===== src/rtl/core/assert_macros.svh =====
`ifndef ASSERT_MACROS_SVH
`define ASSERT_MACROS_SVH

// Clocked assertion, disabled while reset is asserted.
`define SLI_ASSERT(lbl, prop, msg) \
  lbl: assert property (@(posedge clk_i) disable iff (!rst_ni) prop) else $error(msg);

// Clocked assertion that also holds during reset.
`define SLI_ASSERT_ALWAYS(lbl, prop, msg) \
  lbl: assert property (@(posedge clk_i) prop) else $error(msg);

`endif


===== src/rtl/core/sli_pkg.sv =====
`default_nettype none

package sli_pkg;

  localparam int unsigned CAPACITY_DEF = 16;
  localparam int unsigned DATA_W       = 32;
  localparam int unsigned OUT_CNT_W    = 5;

  typedef enum logic [1:0] {
    KIND_INSERT = 2'd0,
    KIND_DELETE = 2'd1,
    KIND_DUMP   = 2'd2
  } kind_e;

  typedef enum logic [1:0] {
    ST_OK        = 2'd0,
    ST_NOT_FOUND = 2'd1,
    ST_FULL      = 2'd2,
    ST_EMPTY     = 2'd3
  } status_e;

  typedef enum logic [1:0] {
    S_IDLE,
    S_RD,
    S_EXEC,
    S_PUT
  } state_e;

  typedef struct packed {
    logic [1:0]               kind;
    logic signed [DATA_W-1:0] value;
  } in_t;

  typedef struct packed {
    logic signed [DATA_W-1:0] data_out;
    logic [1:0]               status;
    logic [OUT_CNT_W-1:0]     count_out;
    logic                     last;
  } out_t;

  typedef struct packed {
    logic lt;
    logic eq;
  } cmp_t;

endpackage

`default_nettype wire


===== src/rtl/core/sli_cmp.sv =====
`default_nettype none

module sli_cmp (
  input  logic signed [sli_pkg::DATA_W-1:0] a_i,
  input  logic signed [sli_pkg::DATA_W-1:0] b_i,
  output sli_pkg::cmp_t                     cmp_o
);
  import sli_pkg::*;

  always_comb begin
    cmp_o.lt = (a_i < b_i);
    cmp_o.eq = (a_i == b_i);
  end

endmodule

`default_nettype wire


===== src/rtl/core/sorted_list_insert_delete_core.sv =====
// Each visited list entry takes a memory read (S_RD) and then a compare/move (S_EXEC).
// Insert walks down from the top over the entries not less than the value, moving each
// up one slot; a value that lands at the head is written in S_PUT. A full or empty list
// answers straight from idle. Delete walks the whole list. Dump gives one beat per entry.
// Paced by the list memory (one access at a time) and one shared comparator; receiver cannot stall.
// Reset clears the entry count and sequencer; list memory is not cleared.
`default_nettype none

module sorted_list_insert_delete_core #(
  parameter int unsigned CAPACITY = sli_pkg::CAPACITY_DEF
) (
  input  logic           clk_i,
  input  logic           rst_ni,
  input  logic           start_i,
  input  sli_pkg::in_t   in_i,
  output logic           busy_o,
  output logic           res_strobe_o,
  output sli_pkg::out_t  res_o
);
  import sli_pkg::*;

  `include "assert_macros.svh"

  localparam int unsigned AW = $clog2(CAPACITY);
  localparam int unsigned CW = $clog2(CAPACITY + 1);

  state_e                   state_q, state_d;
  logic [CW-1:0]            count_q, count_d;
  logic [CW-1:0]            idx_q, idx_d;
  logic [1:0]               kind_q, kind_d;
  logic signed [DATA_W-1:0] val_q, val_d;
  logic                     found_q, found_d;
  logic signed [DATA_W-1:0] rdata_q;
  out_t                     res_q, res_d;
  logic                     strobe_q, strobe_d;

  logic signed [DATA_W-1:0] mem [CAPACITY];
  logic                     we, re;
  logic [AW-1:0]            waddr;
  logic signed [DATA_W-1:0] wdata;

  logic [CW-1:0]            idx_nxt, idx_prv;
  logic                     last_idx;
  cmp_t                     cmp;

  sli_cmp u_cmp (
    .a_i   (rdata_q),
    .b_i   (val_q),
    .cmp_o (cmp)
  );

  assign idx_nxt  = idx_q + CW'(1);
  assign idx_prv  = idx_q - CW'(1);
  assign last_idx = (idx_q == count_q - CW'(1));

  always_comb begin
    state_d  = state_q;
    count_d  = count_q;
    idx_d    = idx_q;
    kind_d   = kind_q;
    val_d    = val_q;
    found_d  = found_q;
    res_d    = '0;
    strobe_d = 1'b0;
    we       = 1'b0;
    re       = 1'b0;
    waddr    = idx_q[AW-1:0];
    wdata    = rdata_q;

    unique case (state_q)
      S_IDLE: begin
        if (start_i) begin
          kind_d  = in_i.kind;
          val_d   = in_i.value;
          found_d = 1'b0;
          unique case (kind_e'(in_i.kind))
            KIND_INSERT: begin
              if (count_q == CW'(CAPACITY)) begin
                res_d.status = ST_FULL;
                res_d.last   = 1'b1;
                strobe_d     = 1'b1;
              end else if (count_q == '0) begin
                we           = 1'b1;
                waddr        = '0;
                wdata        = in_i.value;
                count_d      = CW'(1);
                res_d.status = ST_OK;
                res_d.last   = 1'b1;
                strobe_d     = 1'b1;
              end else begin
                idx_d   = count_q - CW'(1);
                state_d = S_RD;
              end
            end
            KIND_DELETE: begin
              if (count_q == '0) begin
                res_d.status = ST_NOT_FOUND;
                res_d.last   = 1'b1;
                strobe_d     = 1'b1;
              end else begin
                idx_d   = '0;
                state_d = S_RD;
              end
            end
            KIND_DUMP: begin
              if (count_q == '0) begin
                res_d.status = ST_EMPTY;
                res_d.last   = 1'b1;
                strobe_d     = 1'b1;
              end else begin
                idx_d   = '0;
                state_d = S_RD;
              end
            end
            default: begin
              res_d.status = ST_OK;
              res_d.last   = 1'b1;
              strobe_d     = 1'b1;
            end
          endcase
        end
      end

      S_RD: begin
        re      = 1'b1;
        state_d = S_EXEC;
      end

      S_EXEC: begin
        unique case (kind_e'(kind_q))
          KIND_INSERT: begin
            we    = 1'b1;
            waddr = idx_nxt[AW-1:0];
            if (cmp.lt) begin
              wdata        = val_q;
              count_d      = count_q + CW'(1);
              res_d.status = ST_OK;
              res_d.last   = 1'b1;
              strobe_d     = 1'b1;
              state_d      = S_IDLE;
            end else begin
              wdata = rdata_q;
              if (idx_q == '0) begin
                state_d = S_PUT;
              end else begin
                idx_d   = idx_prv;
                state_d = S_RD;
              end
            end
          end
          KIND_DELETE: begin
            found_d = found_q | cmp.eq;
            if (found_q) begin
              we    = 1'b1;
              waddr = idx_prv[AW-1:0];
              wdata = rdata_q;
            end
            if (last_idx) begin
              if (found_d) begin
                count_d      = count_q - CW'(1);
                res_d.status = ST_OK;
              end else begin
                res_d.status = ST_NOT_FOUND;
              end
              res_d.last = 1'b1;
              strobe_d   = 1'b1;
              state_d    = S_IDLE;
            end else begin
              idx_d   = idx_nxt;
              state_d = S_RD;
            end
          end
          KIND_DUMP: begin
            res_d.data_out = rdata_q;
            res_d.status   = ST_OK;
            res_d.last     = last_idx;
            strobe_d       = 1'b1;
            if (last_idx) begin
              state_d = S_IDLE;
            end else begin
              idx_d   = idx_nxt;
              state_d = S_RD;
            end
          end
          default: begin
            state_d = S_IDLE;
          end
        endcase
      end

      S_PUT: begin
        we           = 1'b1;
        waddr        = '0;
        wdata        = val_q;
        count_d      = count_q + CW'(1);
        res_d.status = ST_OK;
        res_d.last   = 1'b1;
        strobe_d     = 1'b1;
        state_d      = S_IDLE;
      end

      default: begin
        state_d = S_IDLE;
      end
    endcase

    res_d.count_out = OUT_CNT_W'(count_d);
  end

  always_ff @(posedge clk_i or negedge rst_ni) begin
    if (!rst_ni) begin
      state_q  <= S_IDLE;
      count_q  <= '0;
      strobe_q <= 1'b0;
    end else begin
      state_q  <= state_d;
      count_q  <= count_d;
      strobe_q <= strobe_d;
    end
  end

  always_ff @(posedge clk_i) begin
    idx_q   <= idx_d;
    kind_q  <= kind_d;
    val_q   <= val_d;
    found_q <= found_d;
    res_q   <= res_d;
  end

  // list memory: one write, one registered read
  always_ff @(posedge clk_i) begin
    if (we) begin
      mem[waddr] <= wdata;
    end
    if (re) begin
      rdata_q <= mem[idx_q[AW-1:0]];
    end
  end

  assign busy_o       = (state_q != S_IDLE);
  assign res_strobe_o = strobe_q;
  assign res_o        = res_q;

  `SLI_ASSERT(a_count_bound, count_q <= CW'(CAPACITY), "entry count above capacity")
  `SLI_ASSERT(a_accept_acts, start_i && !busy_o |=> busy_o || res_strobe_o, "accepted item lost")
  `SLI_ASSERT(a_dump_mid_busy, res_strobe_o && !res_o.last |-> busy_o, "dump beat left idle")
  `SLI_ASSERT(a_count_out, res_strobe_o |-> res_o.count_out == OUT_CNT_W'(count_q), "count mismatch")

endmodule

`default_nettype wire


===== config.mk =====
export PLATFORM = sky130hd
export DESIGN_NAME = sorted_list_insert_delete_core
export DESIGN_NICKNAME = d
export VERILOG_FILES = /design/src/rtl/core/sli_pkg.sv /design/src/rtl/core/sli_cmp.sv /design/src/rtl/core/sorted_list_insert_delete_core.sv
export VERILOG_INCLUDE_DIRS = /design/src /design/src/rtl/core
export SDC_FILE = /design/constraint.sdc
export NUM_CORES = 1
export LEC_CHECK = 0
export BUFFER_PORTS_ARGS = -buffer_cell sky130_fd_sc_hd__buf_2
export CAP_MARGIN = 40
export CORE_MARGIN = 1.5
export CORE_UTILIZATION = 35
export DETAILED_ROUTE_END_ITERATION = 7
export GPL_TIMING_DRIVEN = 0
export PLACE_DENSITY_LB_ADDON = 0.1
export SETUP_SLACK_MARGIN = 0.1
export SLEW_MARGIN = 10
export SYNTH_ARGS = -nofsm -noshare
export SYNTH_HDL_FRONTEND = slang
export SYNTH_SLANG_ARGS = --single-unit

===== constraint.sdc =====
create_clock -name clk_i -period 10.2 [get_ports clk_i]
set_input_delay 0 -clock clk_i [delete_from_list [all_inputs] [get_ports clk_i]]
set_output_delay 0 -clock clk_i [all_outputs]
set_load 0.005 [all_outputs]

---- Word-level counts from Yosys, hierarchy flattened ----
Memory sizes are Yosys's and may differ from the RTL's. A register that Yosys moved wholly into a read port is not among the register bits.
Index checks and enable logic that the tools add are counted.
word-level totals
  register bits after elaboration ......... 88
  RAM bits ................................ 512
  input port bits ......................... 37
  output and inout bits ................... 42
  word-level logic and storage cells ...... 125
  memories ................................ 1
memories
  memory  depth  width  rd ports  clocked after Yosys merged registers in  wr ports  line                                  text
  mem     16     32     1         1                                        1         sorted_list_insert_delete_core.sv:37  logic signed [DATA_W-1:0] mem [CAPACITY];
operators by class
  add/sub/neg operators ................... 4
  $lt $le $gt $ge ......................... 1
  equal/unequal tests ..................... 20
  multiplexer cells ....................... 73
  bitwise operators ....................... 1
  reductions and logical operators ........ 14
operators by type and width
  cell                                                                      count
  32-bit 2-to-1 mux                                                         6
  32-bit one-hot mux with 3 select lines                                    1
  5-bit 2-to-1 mux                                                          14
  5-bit one-hot mux with 2 select lines                                     4
  32-bit equality test                                                      1
  32-bit less-than comparator                                               1
  4-bit 2-to-1 mux                                                          5
  1-bit 2-to-1 mux                                                          19
  3-bit inequality test (second input constant)                             6
  2-bit 2-to-1 mux                                                          8
  1-bit one-hot mux with 3 select lines                                     5
  5-bit one-hot mux with 3 select lines                                     1
  2-bit one-hot mux with 2 select lines                                     3
  4-bit one-hot mux with 3 select lines                                     1
  5-bit by 1-bit adder with 5-bit output (second input constant)            2
  5-bit zero test                                                           2
  10-bit AND reduction                                                      1
  5-bit by 1-bit subtractor with 5-bit output (second input constant)       2
  2-bit equality test (second input constant)                               4
  2-bit one-hot mux with 4 select lines                                     1
  4-bit one-hot mux with 2 select lines                                     1
  2-bit by 1-bit equality test with 1-bit output (second input constant)    3
  2-bit zero test                                                           3
  3-bit by 2-bit inequality test with 1-bit output (second input constant)  2
  other kinds (11)                                                          17

---- Longest topological paths before layout ----
Gate-level depths: netlist (run 1).
  depth in word-level cells ............... 8
  mapped depth ............................ 12

---- Hierarchy ----
A second synthesis (run 1) with hierarchy kept.
second synthesis, totals
  cells, all modules ...................... 1333
  area, all modules ....................... 25615.8 µm²
by module, submodules not included
  module                          instances  cells an instance  area an instance (µm²)  seq. area each (µm²)
  sorted_list_insert_delete_core  1          1220               24795.0                 18537.8
  sli_cmp                         1          113                820.8                   0.0

---- Least setup slack after synthesis (run 1) ----
Ideal clock, no wire load.
  path type ............................... reg2reg
  from .................................... register state_q[0]
  to ...................................... memory mem[0][0], enable pin
  library setup time ...................... 0.421 ns
  arrival ................................. 4.016 ns
  path slack .............................. 5.763 ns
  stages on the path, launching flop included .. 11
  path buffers ............................ 2
  path through ............................ dfrtp_1 -> buf_2 -> nor2_1 -> nand2_1 -> inv_1 -> and3_1 -> buf_2 -> o22ai_1 -> a22o_1 -> or2_2 -> nor2_1
between the ends
  cells in the longest elaborated chain, start to end .. 4
  elaborated cells between the ends (all ways) .. 7
  classes of those cells .................. 2 x eq/ne; 4 x mux; 1 x reduce/logical
RTL lines
  item                                                           line                                   text
  start, declared                                                sorted_list_insert_delete_core.sv:27   state_e state_q, state_d;
  start signal, assigned                                         sorted_list_insert_delete_core.sv:216  state_q <= state_d;
  2-bit equality test / 2-bit zero test (equally long branches)  sorted_list_insert_delete_core.sv:70   unique case (state_q)
  1-bit one-hot mux with 3 select lines                          sorted_list_insert_delete_core.sv:70
  1-bit 2-to-1 mux                                               sorted_list_insert_delete_core.sv:232  if (we) begin
  1-bit 2-to-1 mux (implied by the code)                         sorted_list_insert_delete_core.sv:233  mem[waddr] <= wdata;
  end, declared                                                  sorted_list_insert_delete_core.sv:37
Parallel ways exist; a longest one is shown, timed or not.

---- Worst setup path in the final report (run 1) ----
  from .................................... register idx_q[1]
  to ...................................... memory mem[6][11], enable pin
between the ends
  cells in the longest elaborated chain, start to end .. 5
  elaborated cells between the ends (all ways) .. 9
  classes of those cells .................. 2 x add/sub; 7 x mux
RTL lines
  item                                                                                 line                                   text
  start, declared                                                                      sorted_list_insert_delete_core.sv:29   logic [CW-1:0] idx_q, idx_d;
  start signal, assigned                                                               sorted_list_insert_delete_core.sv:223  idx_q <= idx_d;
  branches (longest 4 deep; another with 5-bit by 1-bit subtractor with 5-bit output)  n/a
  4-bit one-hot mux with 3 select lines (*)                                            sorted_list_insert_delete_core.sv:70
Mark *: on every way between the ends.

==> results.yml, run 1 <==
drt:
  detailedRoute.firstPassIterationCount: 5
  detailroute.via_count: 15000
  antenna_violating_nets_post_route: 0
  drt-total-wl_microns: 79200
  drt_iter0_markers: 1519
  drc: 0
  average_vias_per_placed_instance: 5.57
  wire_per_inst_microns: 29.5
sta:
  worst_slew_margin_rel: 0.344
  worst_slew_pin_slew_ps: 982
  hold_viol: 0
  tns_ps: 0
  timing_max_transition_violations_final: 0
  setup_viol: 0
  min_period_over_period: 0.459
  fmax_mhz: 214
  fin_skew_ps: 20.9
  unrepaired_setup_endpoints_after_global_routing: "false"
  finalWorstPathRequiredPeriod_ps: 4680
global_route:
  grt_start_max_net_pins: 31
  global_route_wire_length_before_repair_microns: 112000
  peak_usage_layer_in_the_global_routing_report: "met2"
  met2_usage: 0.333
  antenna_found_initial: 4
  globalRoute.totalOverflow: 0
  grt_pass1_vias: 15000
  grt_util_met3: 0.0329
  grt_use_total: 0.212
  gr-usage-met1: 0.307
logic_synthesis:
  synth_fp_nets: 1483
  synthesis.instances: 1401
  synth.distinct_cells: 80
  most_numerous_cell_in_the_yosys_netlist: "sky130_fd_sc_hd__edfxtp_1"
  synth-seq-cells: 632
  ys_seq_area_frac: 0.713
  synth-edff-count: 584
  most_common_flop_cell_mapped_by_yosys: "sky130_fd_sc_hd__edfxtp_1"
  synth_largest_area_cell: "sky130_fd_sc_hd__edfxtp_1"
  syn_avg_cell_area_sq_um: 18.6
  synth.cell_area_sq_um: 26000
  postSynth.asyncResetShare: 0.0127
  ys_top_cells_by_area: "sky130_fd_sc_hd__edfxtp_1 67%, sky130_fd_sc_hd__mux4_2 14%, sky130_fd_sc_hd__dfxtp_1 3.1%"
  yosysWarnings: 0
  yosys-top-cells-count: "584 x sky130_fd_sc_hd__edfxtp_1, 160 x sky130_fd_sc_hd__mux4_2, 59 x sky130_fd_sc_hd__nand2_1"
  share_of_the_synthesized_area_in_the_top_cell_type: 0.675
setup_path:
  worst_setup_path_end_kind: "flip-flop"
  setup_crit_start_kind: "flip-flop"
  worstSetupStartpoint: "idx_q[1]"
  worst_path_arrival_time_ps: 4980
  reg2reg_from: "idx_q[1]"
  critPathKind: "flip-flop to flip-flop"
  largest_incremental_delay_on_the_critical_path_ps: 700
  cpMaxStageDelayCell: "sky130_fd_sc_hd__clkbuf_1"
  crit_top_cell: "sky130_fd_sc_hd__clkbuf_1"
  crit_path_cell_trace: "clkbuf_1 > clkbuf_1 > clkbuf_1 > inv_1 > ha_1 > xnor2_1 > nor2_1 > a21oi_1 > o2bb2ai_1 > nand2b_1 > nor2_4 > buf_16 > buf_16"
  critPathTopFamily: "buffers and inverters"
  crit_buf_inv: 6
  timing.critical_path.fanout_max: 13
  required_ps: 10500
clock_network:
  ctsRootBufferMaster: "sky130_fd_sc_hd__clkbuf_16"
  cts.htree.levels: 3
  clock_tree_from_tritoncts: "done"
  cts_hold_buf: 37
  sinks_on_the_clock_net: 632
  cts-buffers-inserted: 72
  clk_transition_reported_paths_ps: 60
  post-cts-setup-buffer-count: 0
  cts_resized: 0
  cts-root-to-sink-buffers: 3
  clk_latency_ps: 610
die:
  core_region_area_sq_um: 73200
  die_h_microns: 275
  die_area_sq_um: 75900
  die-width_microns: 275
  io-pin-count: 79
  rows: 99
  start_util: 0.355
placed_design:
  routabilityCongestion: 0.914
  placedInstanceArea_sq_um: 29100
  numPortBuffers: 78
  post-dp-hpwl_microns: 55500
min_path:
  min_from: "in_i[27]"
  hold_path.class: "input port to flip-flop"
finish:
  area.growth.synth_to_final_pct: 22.3
  layout_cells_sized_above_1: 0.287
  antenna_cells_inserted: 0
  finish.instance_area_sq_um: 31800
  nets: 1751
power:
  leakage_nw: 10.9
  power.ir.vdd_worst_uv: 118
  power-per-cell-area_nw_per_um2: 313
run_status:
  outcome: "finished, final reports clean"
job:
  max_cap_viol_count: 0
-- routing by layer --
metal | vias to the layer above | share of wire
li1 | 6277 | -
met2 | 596 | 0.46
met4 | 0 | 0.026
met3 | 131 | 0.058
met1 | 7952 | 0.45
met5 | - | 0
-- cell usage in the layout (no fill, tap or decap), types with 13 or more instances in the layout --
| cell type | netlist | final |
|---|---|---|
| sky130_fd_sc_hd__a22o_1 | 18 | 18 |
| sky130_fd_sc_hd__a31oi_1 | 19 | 19 |
| sky130_fd_sc_hd__dlygate4sd3_1 | 0 | 37 |
| sky130_fd_sc_hd__a21oi_1 | 38 | 38 |
| sky130_fd_sc_hd__nor2_4 | 0 | 16 |
| sky130_fd_sc_hd__clkinv_2 | 0 | 13 |
| sky130_fd_sc_hd__clkbuf_1 | 44 | 61 |
| sky130_fd_sc_hd__nor2_1 | 37 | 21 |
| sky130_fd_sc_hd__ha_1 | 45 | 45 |
| sky130_fd_sc_hd__o21ai_0 | 27 | 27 |
| sky130_fd_sc_hd__buf_6 | 4 | 21 |
| sky130_fd_sc_hd__edfxtp_1 | 584 | 584 |
| sky130_fd_sc_hd__dfxtp_1 | 40 | 40 |
| sky130_fd_sc_hd__nand2_1 | 59 | 59 |
| sky130_fd_sc_hd__inv_1 | 49 | 47 |
| sky130_fd_sc_hd__buf_4 | 2 | 18 |
| sky130_fd_sc_hd__and3_1 | 36 | 36 |
| sky130_fd_sc_hd__clkbuf_16 | 0 | 76 |
| sky130_fd_sc_hd__buf_16 | 0 | 24 |
| sky130_fd_sc_hd__buf_2 | 6 | 88 |
| sky130_fd_sc_hd__mux4_2 | 160 | 160 |
| sky130_fd_sc_hd__nor3b_1 | 14 | 14 |
| sky130_fd_sc_hd__nand3_1 | 52 | 52 |
-- flip-flops by register name (all words and copies together), names as in the netlist --
signal	cells
count_q	5
res_strobe_o	1
res_o	40
found_q	1
val_q	32
rdata_q	32
idx_q	5
mem	512
state_q	2
kind_q	2
-- through the flow --
step / power [mW] / utilization / std cells / setup slack, ps / hold slack, ps
final: 9.95 / 0.434 / 2685 / 5520 / 155
after floorplan: 5.93 / - / 1401 / 5760 / -296
after global placement: 7.11 / 0.377 / 2438 / 1940 / -129
after detailed placement: 7.50 / 0.398 / 2512 / 5660 / -125
after global routing: 10.4 / 0.434 / 2685 / 5370 / 157
after CTS: 10.0 / 0.434 / 2680 / 5630 / 134
-- where the power goes --
part | switching [mW] | internal (mW)
sequential | 0.166 | 3.74
combinational | 2.17 | 1.39
clock | 1.03 | 1.45
-- cells by family after synthesis --
kind of cell	after synthesis	share of synthesized area
AO/OA/AOI/OAI	176	0.0470
XOR/XNOR	14	0.00583
adder cells (fa/ha/maj)	45	0.0217
buffers and inverters	133	0.0241
flip-flops	632	0.713
multiplexers	166	0.141
AND/OR/NAND/NOR	235	0.0471
-- final cells by class --
class,count,area (sq um)
Clock inverter,32,229
Inverter,51,191
Buffer,82,443
Fill cell,6373,41400
Multi-Input combinational cell,636,7040
Tap cell,959,1200
Sequential cell,632,18500
Clock buffer,99,2030
Timing Repair Buffer,194,2110
-- worst paths after layout --
kind	to	slack [ps]	cells past startpoint
hold reg to reg	res_o[33]	640	1
min in group asynchronous	count_q[1]	460	3
max in group asynchronous	res_strobe_o	9400	3
setup / recovery	mem[6][11]	5520	13
setup reg to reg	mem[6][11]	5520	13
hold / removal	val_q[27]	160	2
Power figures use the tool's default switching activity.
==> run 2, diff against run 1 <==
==> constraint.sdc (replaced) <==
create_clock -name clk_i -period 4.35 [get_ports clk_i]
set_input_delay 0 -clock clk_i [delete_from_list [all_inputs] [get_ports clk_i]]
set_output_delay 0 -clock clk_i [all_outputs]
set_load 0.005 [all_outputs]
==> results.yml, run 2 (synthesized netlist as in run 1, its figures left out) <==
drt:
  drc: 0
  wire_per_inst_microns: 29.7
  detailedRoute.firstPassIterationCount: 5
  average_vias_per_placed_instance: 5.57
  drt_iter0_markers: 1481
  drt-total-wl_microns: 80300
  antenna_violating_nets_post_route: 0
  detailroute.via_count: 15100
setup_path:
  r2r-end: "mem[10][10]"
  setup_crit_start_kind: "flip-flop"
  worstRegToRegCells: 12
  worst_setup_path_endpoint: "mem[10][10]"
  reg2reg_from: "state_q[0]"
  worstSetupStartpoint: "state_q[0]"
  worst_path_arrival_time_ps: 4510
  critPathKind: "flip-flop to flip-flop"
  reg2reg_slack_ps: 140
  worst_setup_path_end_kind: "flip-flop"
  required_ps: 4650
  timing.critical_path.fanout_max: 17
power:
  leakage_nw: 11.1
  power.total_mw: 23.9
  power-per-cell-area_nw_per_um2: 742
  power.ir.vdd_worst_uv: 304
sta:
  worst_path_setup_slack_after_routing_ps: 144
  tns_ps: 0
  hold_viol: 0
  worst_slew_pin_slew_ps: 896
  holdWs_ps: 146
  timing_max_transition_violations_final: 0
  fmax_mhz: 238
  fin_skew_ps: 24.8
  min_period_over_period: 0.967
  worst_slew_margin_rel: 0.403
  unrepaired_setup_endpoints_after_global_routing: "false"
  setup_viol: 0
  finalWorstPathRequiredPeriod_ps: 4210
clock_network:
  cts.htree.levels: 3
  ctsRootBufferMaster: "sky130_fd_sc_hd__clkbuf_16"
  cts-root-to-sink-buffers: 3
  clock_tree_from_tritoncts: "done"
  cts-buffers-inserted: 73
  clk_latency_ps: 630
  sinks_on_the_clock_net: 632
  clk_transition_reported_paths_ps: 60
min_path:
  hold_path.class: "input port to flip-flop"
job:
  max_cap_viol_count: 0
die:
  start_util: 0.355
  rows: 99
  core_region_area_sq_um: 73200
  die_area_sq_um: 75900
  io-pin-count: 79
  die-width_microns: 275
  die_h_microns: 275
global_route:
  grt_start_max_net_pins: 22
  grt_pass1_vias: 15200
  grt_use_total: 0.216
  globalRoute.totalOverflow: 0
  antenna_found_initial: 2
  global_route_wire_length_before_repair_microns: 114000
finish:
  final_common_cell: "sky130_fd_sc_hd__edfxtp_1"
  nets: 1767
  area.growth.synth_to_final_pct: 23.9
  layout.cells.most_common_list: "584 x sky130_fd_sc_hd__edfxtp_1, 160 x sky130_fd_sc_hd__mux4_2, 87 x sky130_fd_sc_hd__buf_2, 76 x sky130_fd_sc_hd__clkbuf_16, 59 x sky130_fd_sc_hd__nand2_1"
  finish.instance_area_sq_um: 32200
  final.fill_count: 6346
  regMostFlops: "mem"
  largest_register_ff_count: 512
  layout_cells_sized_above_1: 0.305
placed_design:
  post-dp-hpwl_microns: 56300
  numPortBuffers: 78
  pre_cts_ws_ps: -237
  placedInstanceArea_sq_um: 29100
  routabilityCongestion: 0.892
run_status:
  outcome: "finished, final reports clean"
## run 2: stage by stage
step / instances / utilization
2_1_floorplan: 1401 / -
3_3_place_gp: 2438 / 0.377
3_5_place_dp: 2517 / 0.398
4_1_cts: 2696 / 0.438
5_1_grt: 2703 / 0.440
6_report: 2704 / 0.440
## run 2: per-layer routing
| metal | vias up | routed length, microns | GRT usage |
|---|---|---|---|
| met5 | - | 0 | 0 |
| li1 | 6327 | - | - |
| met4 | 0 | 2210 | 0.0682 |
| met3 | 110 | 4920 | 0.0329 |
| met2 | 585 | 36800 | 0.335 |
| met1 | 8036 | 36400 | 0.312 |
## run 2: what timing repair did
item,CTS,global route
setup endpoints to repair,603,453
pin swaps,8,4
hold endpoints to repair,107,0
hold buffers,37,0
setup buffers,8,7
resized for setup,9,10
## run 2: power breakdown
group	internal, mW	switching, mW	leakage [nW]
combinational	3.42	5.16	4.14
clock	3.65	2.52	1.18
sequential	8.76	0.384	5.74
## run 2: layout make-up
type                    count  area (sq um)  area share
clock inverters            38           393      0.0122
repair buffers            210          2290      0.0710
plain buffers              81           439      0.0136
diodes                      1          2.50   0.0000777
clock buffers              96          2020      0.0626
multi-input cells         636          7130       0.221
well taps                 959          1200      0.0373
inverters                  51           193     0.00598
flip-flops and latches    632         18500       0.576
## run 2: worst min-delay path by stage
stage,to,startpoint,depth (start not counted)
CTS,val_q[7],in_i[7],2
detailed placement,count_q[1],rst_ni,1
global route,val_q[11],in_i[11],2
floorplan,count_q[0],rst_ni,0
finish,val_q[27],in_i[27],2
global placement,count_q[1],rst_ni,1
## run 2: critical path: stages (launching register included)
cell                        delay, ps
sky130_fd_sc_hd__dfrtp_1          350
sky130_fd_sc_hd__buf_2            180
sky130_fd_sc_hd__nor2_1           430
sky130_fd_sc_hd__nand2_1          300
sky130_fd_sc_hd__clkinv_2         370
sky130_fd_sc_hd__and3_1           210
sky130_fd_sc_hd__buf_2            310
sky130_fd_sc_hd__o22ai_1          200
sky130_fd_sc_hd__o2bb2ai_1        230
sky130_fd_sc_hd__nand2b_1         390
sky130_fd_sc_hd__nor2_4           440
sky130_fd_sc_hd__buf_16           230
sky130_fd_sc_hd__buf_12           220
==> run 3, diff against run 2 <==
--- a/config.mk
+++ b/config.mk
@@ -7,14 +7,14 @@
 export NUM_CORES = 1
 export LEC_CHECK = 0
 export BUFFER_PORTS_ARGS = -buffer_cell sky130_fd_sc_hd__buf_2
-export CAP_MARGIN = 40
+export CAP_MARGIN = 20
 export CORE_MARGIN = 1.5
 export CORE_UTILIZATION = 35
 export DETAILED_ROUTE_END_ITERATION = 7
 export GPL_TIMING_DRIVEN = 0
 export PLACE_DENSITY_LB_ADDON = 0.1
 export SETUP_SLACK_MARGIN = 0.1
-export SLEW_MARGIN = 10
+export SLEW_MARGIN = 20
 export SYNTH_ARGS = -nofsm -noshare
 export SYNTH_HDL_FRONTEND = slang
 export SYNTH_SLANG_ARGS = --single-unit
==> constraint.sdc (replaced) <==
create_clock -name clk_i -period 5.22 [get_ports clk_i]
set_input_delay 0 -clock clk_i [delete_from_list [all_inputs] [get_ports clk_i]]
set_output_delay 0 -clock clk_i [all_outputs]
set_load 0.005 [all_outputs]
==> results.yml, run 3 (synthesized netlist as in run 1, its figures left out) <==
finish:
  area.growth.synth_to_final_pct: 21.4
  antenna_cells_inserted: 0
  layout.cells.most_common_list: "584 x sky130_fd_sc_hd__edfxtp_1, 160 x sky130_fd_sc_hd__mux4_2, 91 x sky130_fd_sc_hd__buf_2, 73 x sky130_fd_sc_hd__clkbuf_16, 59 x sky130_fd_sc_hd__nand2_1"
  largest_register_ff_count: 512
  regMostFlops: "mem"
  layout_cells_sized_above_1: 0.283
  finish.instance_area_sq_um: 31500
  layoutNonFillerInstCount: 2656
  final_common_cell: "sky130_fd_sc_hd__edfxtp_1"
  nets: 1720
clock_network:
  clk_latency_ps: 620
  clk_transition_reported_paths_ps: 60
  cts-buffers-inserted: 72
  ctsRootBufferMaster: "sky130_fd_sc_hd__clkbuf_16"
  post-cts-setup-buffer-count: 0
  cts-root-to-sink-buffers: 3
  cts.htree.levels: 3
  clock_tree_from_tritoncts: "done"
  sinks_on_the_clock_net: 632
die:
  die-width_microns: 275
  io-pin-count: 79
  die_h_microns: 275
  core_region_area_sq_um: 73200
  die_area_sq_um: 75900
  start_util: 0.355
  rows: 99
global_route:
  grt_pass1_vias: 15100
  grt_use_total: 0.213
  globalRoute.totalOverflow: 0
  antenna_found_initial: 4
  global_route_wire_length_before_repair_microns: 112000
  grt_start_max_net_pins: 33
setup_path:
  worst_setup_path_end_kind: "flip-flop"
  worstRegToRegCells: 13
  worst_path_arrival_time_ps: 5080
  r2r-end: "mem[6][11]"
  setup_crit_start_kind: "flip-flop"
  required_ps: 5530
  timing.critical_path.fanout_max: 19
  reg2reg_slack_ps: 440
  critPathKind: "flip-flop to flip-flop"
  reg2reg_from: "state_q[0]"
min_path:
  whs_path_depth: 2
  min_from: "in_i[11]"
  hold_path.class: "input port to flip-flop"
  min_to: "val_q[11]"
placed_design:
  numPortBuffers: 78
  routabilityCongestion: 0.914
  placedInstanceArea_sq_um: 28800
  placed_cells: 2486
  post-dp-hpwl_microns: 54300
  pre_cts_ws_ps: 263
sta:
  min_period_over_period: 0.915
  timing_max_transition_violations_final: 0
  fin_skew_ps: 27.6
  worst_slew_margin_rel: 0.224
  finalWorstPathRequiredPeriod_ps: 4780
  unrepaired_setup_endpoints_after_global_routing: "false"
  hold_viol: 0
  worst_slew_pin_slew_ps: 1160
  worst_path_setup_slack_after_routing_ps: 445
  holdWs_ps: 148
  fmax_mhz: 209
  setup_viol: 0
drt:
  detailroute.via_count: 14800
  average_vias_per_placed_instance: 5.58
  detailedRoute.firstPassIterationCount: 5
  wire_per_inst_microns: 30.0
  drt-total-wl_microns: 79600
  drc: 0
  antenna_violating_nets_post_route: 0
  drt_iter0_markers: 1664
job:
  max_cap_viol_count: 0
power:
  power.ir.vdd_worst_uv: 219
  leakage_nw: 10.7
  power-per-cell-area_nw_per_um2: 616
run_status:
  outcome: "finished, final reports clean"
run 3: report_power, final:
part	internal, mW	leakage (nW)	switching (mW)	total [mW]
registers	7.31	5.74	0.330	7.64
clock network	3.01	1.15	2.07	5.08
logic	2.51	3.83	4.21	6.73
run 3: worst max-delay path by stage:
stage / end / from / cells after the start
floorplan: mem[0][0] / state_q[0] / 10
global placement: mem[12][11] / state_q[0] / 11
detailed placement: mem[6][11] / idx_q[1] / 13
CTS: mem[6][10] / idx_q[1] / 13
global route: mem[7][11] / idx_q[0] / 12
finish: mem[6][11] / state_q[0] / 13
run 3: routing by layer:
layer  track usage  vias to the layer above  share of wire
met2         0.328                      614           0.46
met5             0                        -        0.00014
li1              -                     6230              -
met3        0.0366                      128          0.063
met4        0.0751                        2          0.030
met1         0.307                     7844           0.45
run 3: final cells by class:
| type | count | area [sq um] |
|---|---|---|
| repair buffers | 163 | 1730 |
| flip-flops and latches | 632 | 18500 |
| clock buffers | 100 | 2010 |
| plain buffers | 82 | 453 |
| well taps | 959 | 1200 |
| clock inverters | 33 | 370 |
| fillers | 6402 | 41700 |
| inverters | 51 | 194 |
| multi-input cells | 636 | 7050 |
run 3: worst max-delay path, cell delays in order (launching register included):
cell and delay, ps:
sky130_fd_sc_hd__dfrtp_1 360, sky130_fd_sc_hd__buf_2 180, sky130_fd_sc_hd__nor2_1 410, sky130_fd_sc_hd__nand2_1 290, sky130_fd_sc_hd__inv_2 510, sky130_fd_sc_hd__and3_1 240, sky130_fd_sc_hd__buf_2 330, sky130_fd_sc_hd__clkbuf_8 270
sky130_fd_sc_hd__nor2_1 250, sky130_fd_sc_hd__nor2_1 260, sky130_fd_sc_hd__nand2_1 260, sky130_fd_sc_hd__nor2_4 610, sky130_fd_sc_hd__buf_16 240, sky130_fd_sc_hd__buf_16 180
run 3: through the flow:
| stage | TNS [ps] | utilization | total power, mW |
|---|---|---|---|
| 2_1_floorplan | 0 | - | 11.6 |
| 3_3_place_gp | -1467720 | 0.377 | 13.9 |
| 3_5_place_dp | 0 | 0.393 | 14.5 |
| 4_1_cts | 0 | 0.431 | 19.6 |
| 5_1_grt | 0 | 0.431 | 20.2 |
| 6_report | 0 | 0.431 | 19.4 |
run 3: timing repair:
action	in CTS	in global routing
hold buffers	37	0
gates resized for setup	0	3
endpoints found under the hold margin	101	0
endpoints found under the setup margin	0	59
